File: config.mk
export PLATFORM = sky130hd
export DESIGN_NAME = next_prime_trial_division
export DESIGN_NICKNAME = d
export VERILOG_FILES = /design/src/hw/rtl/npt_pkg.sv /design/src/hw/rtl/npt_rem.sv /design/src/hw/rtl/next_prime_trial_division.sv
export VERILOG_INCLUDE_DIRS = /design/src /design/src/hw/rtl
export SDC_FILE = /design/constraint.sdc
export NUM_CORES = 1
export LEC_CHECK = 0
export ABC_CLOCK_PERIOD_IN_PS = 7800
export BUFFER_PORTS_ARGS = -buffer_cell sky130_fd_sc_hd__buf_2
export CORE_MARGIN = 1.5
export CORE_UTILIZATION = 51
export CTS_BUF_LIST = sky130_fd_sc_hd__clkbuf_8
export DETAILED_ROUTE_END_ITERATION = 10
export GPL_TIMING_DRIVEN = 1
export PLACE_DENSITY = 0.68
export SYNTH_ARGS = -nofsm -noshare
export SYNTH_HDL_FRONTEND = slang
export SYNTH_SLANG_ARGS = --single-unit
export TNS_END_PERCENT = 50
File: constraint.sdc
create_clock -name clk -period 7.8 [get_ports clk]
set_input_delay 1.56 -clock clk [delete_from_list [all_inputs] [get_ports clk]]
set_output_delay 1.56 -clock clk [all_outputs]
set_load 0.05 [all_outputs]
File: src/hw/rtl/assert_macros.svh
// ---------------------------------------------------------------------------
// assert_macros
// Assertion helpers for the next-prime block.
// Each macro takes a label, a property expression (or an antecedent and a consequent) and a message.
// ---------------------------------------------------------------------------
`ifndef ASSERT_MACROS_SVH
`define ASSERT_MACROS_SVH
`ifndef ASSERT_OFF
`define NPT_ASSERT(lbl, prop, msg) \
  lbl: assert property (@(posedge clk) disable iff (!rst_n) (prop)) else $error(msg);
`define NPT_ASSERT_NEXT(lbl, ante, cons, msg) \
  lbl: assert property (@(posedge clk) disable iff (!rst_n) (ante) |=> (cons)) else $error(msg);
`else
`define NPT_ASSERT(lbl, prop, msg)
`define NPT_ASSERT_NEXT(lbl, ante, cons, msg)
`endif
`endif

File: src/hw/rtl/npt_pkg.sv
`timescale 1ns / 1ps
// ---------------------------------------------------------------------------
// npt_pkg
// Widths, prime table and square table shared by the next-prime block.
// ---------------------------------------------------------------------------
package npt_pkg;

  localparam int ValueW  = 15;
  localparam int PrimeW  = 16;
  localparam int PW      = 8;   // width of a table prime
  localparam int TableLen = 43;
  localparam int IdxW    = $clog2(TableLen + 1);
  localparam int CntW    = $clog2(PrimeW + 1);

  localparam logic [PW-1:0] TableMax = 8'd191;

  typedef struct packed {
    logic done;
    logic zero;
  } rem_stat_t;

  function automatic logic [PW-1:0] prime_at(input logic [IdxW-1:0] k);
    logic [PW-1:0] p;
    case (k)
      6'd0:  p = 8'd2;
      6'd1:  p = 8'd3;
      6'd2:  p = 8'd5;
      6'd3:  p = 8'd7;
      6'd4:  p = 8'd11;
      6'd5:  p = 8'd13;
      6'd6:  p = 8'd17;
      6'd7:  p = 8'd19;
      6'd8:  p = 8'd23;
      6'd9:  p = 8'd29;
      6'd10: p = 8'd31;
      6'd11: p = 8'd37;
      6'd12: p = 8'd41;
      6'd13: p = 8'd43;
      6'd14: p = 8'd47;
      6'd15: p = 8'd53;
      6'd16: p = 8'd59;
      6'd17: p = 8'd61;
      6'd18: p = 8'd67;
      6'd19: p = 8'd71;
      6'd20: p = 8'd73;
      6'd21: p = 8'd79;
      6'd22: p = 8'd83;
      6'd23: p = 8'd89;
      6'd24: p = 8'd97;
      6'd25: p = 8'd101;
      6'd26: p = 8'd103;
      6'd27: p = 8'd107;
      6'd28: p = 8'd109;
      6'd29: p = 8'd113;
      6'd30: p = 8'd127;
      6'd31: p = 8'd131;
      6'd32: p = 8'd137;
      6'd33: p = 8'd139;
      6'd34: p = 8'd149;
      6'd35: p = 8'd151;
      6'd36: p = 8'd157;
      6'd37: p = 8'd163;
      6'd38: p = 8'd167;
      6'd39: p = 8'd173;
      6'd40: p = 8'd179;
      6'd41: p = 8'd181;
      6'd42: p = 8'd191;
      default: p = 8'd0;
    endcase
    return p;
  endfunction

  // Square of the table prime; 191*191 still fits 16 bits.
  function automatic logic [PrimeW-1:0] square_at(input logic [IdxW-1:0] k);
    logic [PW-1:0] p;
    p = prime_at(k);
    return PrimeW'({8'd0, p} * {8'd0, p});
  endfunction

endpackage

File: src/hw/rtl/npt_rem.sv
`timescale 1ns / 1ps
// ---------------------------------------------------------------------------
// npt_rem
// Restoring bit-serial remainder: 16-bit dividend by 8-bit divisor,
// one quotient bit per cycle.
// ---------------------------------------------------------------------------
module npt_rem (
  input  logic                        clk,
  input  logic                        rst_n,
  input  logic                        go,
  input  logic [npt_pkg::PrimeW-1:0]  dividend,
  input  logic [npt_pkg::PW-1:0]      divisor,
  output npt_pkg::rem_stat_t          stat
);

  logic                        run_r, run_nxt;
  logic                        done_r, done_nxt;
  logic [npt_pkg::CntW-1:0]    cnt_r, cnt_nxt;
  logic [npt_pkg::PrimeW-1:0]  dvd_r, dvd_nxt;
  logic [npt_pkg::PW-1:0]      dsr_r, dsr_nxt;
  logic [npt_pkg::PW-1:0]      rem_r, rem_nxt;
  logic [npt_pkg::PW:0]        trial;

  assign trial = {rem_r, dvd_r[npt_pkg::PrimeW-1]};

  always_comb begin
    run_nxt  = run_r;
    done_nxt = 1'b0;
    cnt_nxt  = cnt_r;
    dvd_nxt  = dvd_r;
    dsr_nxt  = dsr_r;
    rem_nxt  = rem_r;
    if (go) begin
      run_nxt = 1'b1;
      cnt_nxt = '0;
      dvd_nxt = dividend;
      dsr_nxt = divisor;
      rem_nxt = '0;
    end else if (run_r) begin
      // subtract when the shifted partial remainder reaches the divisor
      if (trial >= {1'b0, dsr_r}) begin
        rem_nxt = npt_pkg::PW'(trial - {1'b0, dsr_r});
      end else begin
        rem_nxt = npt_pkg::PW'(trial);
      end
      dvd_nxt = {dvd_r[npt_pkg::PrimeW-2:0], 1'b0};
      cnt_nxt = cnt_r + 1'b1;
      if (cnt_r == npt_pkg::CntW'(npt_pkg::PrimeW - 1)) begin
        run_nxt  = 1'b0;
        done_nxt = 1'b1;
      end
    end
  end

  always_ff @(posedge clk) begin
    if (!rst_n) begin
      run_r  <= 1'b0;
      done_r <= 1'b0;
      cnt_r  <= '0;
    end else begin
      run_r  <= run_nxt;
      done_r <= done_nxt;
      cnt_r  <= cnt_nxt;
    end
    dvd_r <= dvd_nxt;
    dsr_r <= dsr_nxt;
    rem_r <= rem_nxt;
  end

  assign stat.done = done_r;
  assign stat.zero = (rem_r == '0);

endmodule

File: src/hw/rtl/next_prime_trial_division.sv
`timescale 1ns / 1ps
// ---------------------------------------------------------------------------
// next_prime_trial_division
// Smallest prime at or above a 15-bit value, by table lookup up to 191 and
// trial division by the table primes above that.
// ---------------------------------------------------------------------------
// channel   ports                     beat taken when
// input     start, busy, in_value     start && !busy
// result    out_valid, out_prime      out_valid (one cycle, no stall)
//
// Values up to 191 are found by a scan of the prime table. Larger values are
// tested candidate by candidate: each table prime whose square does not
// exceed the candidate divides it in the shared serial remainder unit, and a
// zero remainder moves on to the next candidate, up to the next prime.
// Synchronous active-low reset returns the sequencer to idle.
// busy stays high from the accepted beat until the result cycle.
module next_prime_trial_division (
  input  logic                        clk,
  input  logic                        rst_n,
  input  logic                        start,
  output logic                        busy,
  input  logic [npt_pkg::ValueW-1:0]  in_value,
  output logic                        out_valid,
  output logic [npt_pkg::PrimeW-1:0]  out_prime
);

  typedef enum logic [1:0] {
    ST_IDLE,
    ST_SCAN,
    ST_TEST,
    ST_WAIT
  } state_t;

  state_t                      state_r;
  logic [npt_pkg::IdxW-1:0]    k_r;
  logic [npt_pkg::PrimeW-1:0]  cand_r;
  logic                        out_valid_r;
  logic [npt_pkg::PrimeW-1:0]  out_prime_r;
  logic                        div_go;
  npt_pkg::rem_stat_t          div_stat;
  logic [npt_pkg::PW-1:0]      cur_p;

  assign cur_p  = npt_pkg::prime_at(k_r);
  assign div_go = (state_r == ST_TEST) && (k_r != npt_pkg::IdxW'(npt_pkg::TableLen)) &&
                  (npt_pkg::square_at(k_r) <= cand_r);

  npt_rem u_rem (
    .clk      (clk),
    .rst_n    (rst_n),
    .go       (div_go),
    .dividend (cand_r),
    .divisor  (cur_p),
    .stat     (div_stat)
  );

  always_ff @(posedge clk) begin
    if (!rst_n) begin
      state_r     <= ST_IDLE;
      out_valid_r <= 1'b0;
      k_r         <= '0;
    end else begin
      out_valid_r <= 1'b0;
      case (state_r)
        ST_IDLE: begin
          if (start) begin
            k_r    <= '0;
            cand_r <= {1'b0, in_value};
            if ({1'b0, in_value} <= {8'd0, npt_pkg::TableMax}) begin
              state_r <= ST_SCAN;
            end else begin
              state_r <= ST_TEST;
            end
          end
        end
        ST_SCAN: begin
          // first table prime at or above the value
          if ({8'd0, cur_p} >= cand_r) begin
            out_prime_r <= {8'd0, cur_p};
            out_valid_r <= 1'b1;
            state_r     <= ST_IDLE;
          end else begin
            k_r <= k_r + 1'b1;
          end
        end
        ST_TEST: begin
          if (div_go) begin
            state_r <= ST_WAIT;
          end else begin
            // p*p past the candidate, or primes used up: prime
            out_prime_r <= cand_r;
            out_valid_r <= 1'b1;
            state_r     <= ST_IDLE;
          end
        end
        ST_WAIT: begin
          if (div_stat.done) begin
            if (div_stat.zero) begin
              cand_r <= cand_r + 1'b1;
              k_r    <= '0;
            end else begin
              k_r <= k_r + 1'b1;
            end
            state_r <= ST_TEST;
          end
        end
        default: begin
          state_r <= ST_IDLE;
        end
      endcase
    end
  end

  assign busy      = (state_r != ST_IDLE);
  assign out_valid = out_valid_r;
  assign out_prime = out_prime_r;

`include "assert_macros.svh"

  `NPT_ASSERT(a_result_idle, !out_valid || !busy, "result beat while busy")
  `NPT_ASSERT_NEXT(a_single_beat, out_valid, !out_valid, "result held over two cycles")
  `NPT_ASSERT_NEXT(a_accept_busy, start && !busy, busy, "accepted beat did not raise busy")
  `NPT_ASSERT(a_prime_floor, !out_valid || (out_prime >= 16'd2), "result below two")
  `NPT_ASSERT(a_div_in_wait, !div_stat.done || (state_r == ST_WAIT), "remainder done outside wait")

endmodule
==> impl_metrics.tcl <==
set metrics [dict create \
    tightest_slew_ps 870 \
    port_buffers 35 \
    pwr-share-clk 0.174 \
    yosysWarnings 0 \
    gp_congestion 0.868 \
    maxSlewViolCount 0 \
    critPathLaunchType "flip-flop" \
    drt_iter0_drc 402 \
    area.growth.synth_to_final_pct 7.32 \
    start_util 0.529 \
    cp.arrival_ps 6840 \
    wirelength_um 16400 \
    synth_top_cell_area_share 0.237 \
    hold_class "reg -> reg" \
    clock.fmax_ghz 0.147 \
    fin_nets 891 \
    p_per_area_nw_per_um2 257 \
    r2r-start "cur_p[2]" \
    synth_top_cell_by_area "edfxtp_1" \
    insertion_delay_ps 390 \
    yosys.cell_types.count 72 \
    total_power_w 0.00196 \
    clk_path_buf_depth 2 \
    critical_path_peak_fanout 16 \
    drv_cap 0 \
    intPower_w 0.00116 \
    cts-root-buf "clkbuf_8" \
    whs_endpoint "u_rem.cnt_r[4]" \
    die-area_um2 14600 \
    fill_cells 1218 \
    viasPerCell 5.73 \
    grt_max_degree 32 \
    grt.total_usage 0.235 \
    synth_ff_type "edfxtp_1" \
    holdWs_ps 486 \
    cts_tree "yes" \
    hpwl_um 12600 \
    hold_depth 2 \
    timing.final.crit_period_ps 6790 \
    seq_power_share 0.393 \
    p_leak_nw 3.35 \
    ys_ff_latch 88 \
    die_h_um 121 \
    holdBufCountCts 0 \
    htree_levels 3 \
    cts-resized-gates 0 \
    post-cts-setup-buffers 0 \
    via_count 5433 \
    cp_common_cell "fa_1" \
    share_comb_of_total_power 0.433 \
    synth_fp_nets 866 \
    ys_async_sr_fraction 0 \
    grt_pass1_wl_um 26800 \
    worstReg2RegEnd "u_rem.dvd_r[0]" \
    syn_area_um2 7090 \
    vdd_drop_max_mv 0.190 \
    critPathRequiredTime_ps 7850 \
    power.share.switching 0.410 \
    drive_above_1_share 0.132 \
    antenna_found_initial 0 \
    ant_nets 0 \
    utilization 0.568 \
    seqCellArea_um2 2320 \
    path_cells "nand2_1 > inv_1 > fa_1 > fa_1 > inv_1 > fa_1 > fa_1 > inv_1 > ha_1 > or2_2 > o311a_1 > o21a_1 > o21a_1 > o211ai_1 > xnor2_1 > ha_1 > a21oi_1 > o21ai_0 > a221oi_1 > o21a_1 > buf_4 > or2_2" \
    timing.final.hold_violations 0 \
    r2r_slack_ps 1010 \
    slowest_delay_ps 600 \
    synth.area.top_cells "edfxtp_1 (24%), ha_1 (14%), dfxtp_1 (9.0%)" \
    num_antenna_cells 0 \
    finalCritPeriodShare 0.870 \
    cts_buffers 9 \
    avgRoutedWirePerCell_um 17.3 \
    skew_ps 12.4 \
    crit_path_start "cur_p[2]" \
    grt.overflow.total 0 \
    route.detailed.drc 0 \
    multi_input_area_um2 4300 \
    syn_avg_cell_area_um2 9.56 \
    setup_tns_ps 0 \
    critPathSlowestCell "dfxtp_1" \
    coreArea_um2 13400 \
    clk_pin_slew_ps 90 \
    crit_buf_inv 4 \
    rsz0062_at_grt "no" \
    drt_first_pass_iters 5 \
    switching_power_w 0.000803 \
    worstRegToRegCells 22 \
    crit_family "adder cells" \
    first_global_vias 5254 \
    synth_cells 742 \
    setup_violations 0 \
    die_w_um 121 \
    crit_type "reg -> reg" \
    maxSlewHeadroom 0.419 \
    seq_area_frac_synth 0.328 \
    synth_edf_count 56 \
    min_from "u_rem.cnt_r[4]" \
    cts.sinks 88 \
    io_pins 36 \
    fp-row-count 42 \
    outcome "completed" \
    critPathCaptureType "flip-flop" \
]
## how the worst max path moves through the flow
stage	end	slack, ps	depth (start not counted)
after floorplan	out_prime[0]	1390	23
after global placement	u_rem.dvd_r[10]	1140	22
after detailed placement	u_rem.dvd_r[10]	1000	22
after CTS	u_rem.dvd_r[7]	1000	22
after global routing	u_rem.dvd_r[7]	550	26
final	u_rem.dvd_r[0]	1010	22
## Yosys cell counts, drive strengths merged, types with 4 or more instances
library cell  instances
nor3                 12
nor2b                11
a21oi                39
buf                   7
nand2                45
mux2                 22
a211oi               11
edfxtp               56
clkbuf               20
a31oi                 5
nand3                18
nand2b               10
a21o                 10
or2                   5
o21a                  8
xnor2                36
o31ai                 4
mux2i                12
nor2                 69
nand4                10
fa                   26
xor2                  4
inv                  90
and3                  8
dfxtp                32
and2                 18
ha                   80
o21ai                19
## worst reg2reg max path, stage by stage (launching register included)
cell and delay, ps:
dfxtp_1 600, nand2_1 170, inv_1 110, fa_1 440
fa_1 550, inv_1 60, fa_1 500, fa_1 540
inv_1 40, ha_1 320, or2_2 280, o311a_1 140
o21a_1 190, o21a_1 180, o211ai_1 210, xnor2_1 150
ha_1 270, a21oi_1 140, o21ai_0 90, a221oi_1 320
o21a_1 490, buf_4 290, or2_2 370
## kinds of logic (layout without fill, tap and decap cells)
logic type               after synthesis  in the layout  share of synthesized area
multiplexers                          34             34                     0.0536
AO/OA/AOI/OAI                        134            134                      0.134
AND/OR/NAND/NOR                      221            221                      0.153
adder cells (fa/ha/maj)              106            106                      0.215
flip-flops                            88             88                      0.328
buffers and inverters                119            149                     0.0671
XOR/XNOR                              40             40                     0.0494
## registers in the layout, indices dropped and copies added (netlist names), 2 cells and up
signal       cells
cand_r          16
out_prime       16
u_rem.dvd_r     16
cur_p            8
u_rem.dsr_r      8
u_rem.rem_r      8
k_r              6
u_rem.cnt_r      5
state_r          2
## stage by stage
step,worst slack (ps),std cells,area [um2]
finish,1010,948,7610
global route,555,948,7610
CTS,997,948,7610
detailed placement,1000,932,7410
global placement,1140,932,7410
floorplan,1390,742,7090
## layer usage
metal	vias to the layer above	share of wire	track usage
met5	-	0	0
met4	0	0.0093	0.0529
met3	11	0.048	0.0310
met2	153	0.47	0.392
met1	2632	0.47	0.328
li1	2637	-	-
## cell usage in the layout (no fill, tap or decap), types with 9 or more instances in the layout
master	n
o21ai_0	16
a21o_1	10
ha_1	80
a211oi_1	10
nand3_1	18
xnor2_1	36
nor3_1	11
nor2_1	68
nand2_1	45
a21oi_1	39
mux2i_1	11
clkbuf_8	9
dfxtp_1	32
and2_1	17
mux2_2	22
nand2b_1	10
fa_1	26
buf_2	35
nand4_1	10
nor2b_1	11
inv_1	83
edfxtp_1	56
## cell type report
class,count,share of cell area
inverter,92,0.0455
sequential,88,0.305
multi-input combinational,535,0.565
clock buffer,9,0.0163
clock inverter,7,0.0104
timing repair buffer,41,0.0289
tap,176,0.0289
## power groups by stage
stage	clock network, W	registers (W)	logic (W)
CTS	0.000345	0.000771	0.000844
floorplan	0	0.000778	0.000623
finish	0.000340	0.000770	0.000849
global route	0.000362	0.000785	0.000929
global placement	0	0.000775	0.000822
detailed placement	0	0.000780	0.000840
No activity file was read; power rests on OpenSTA's default activity.
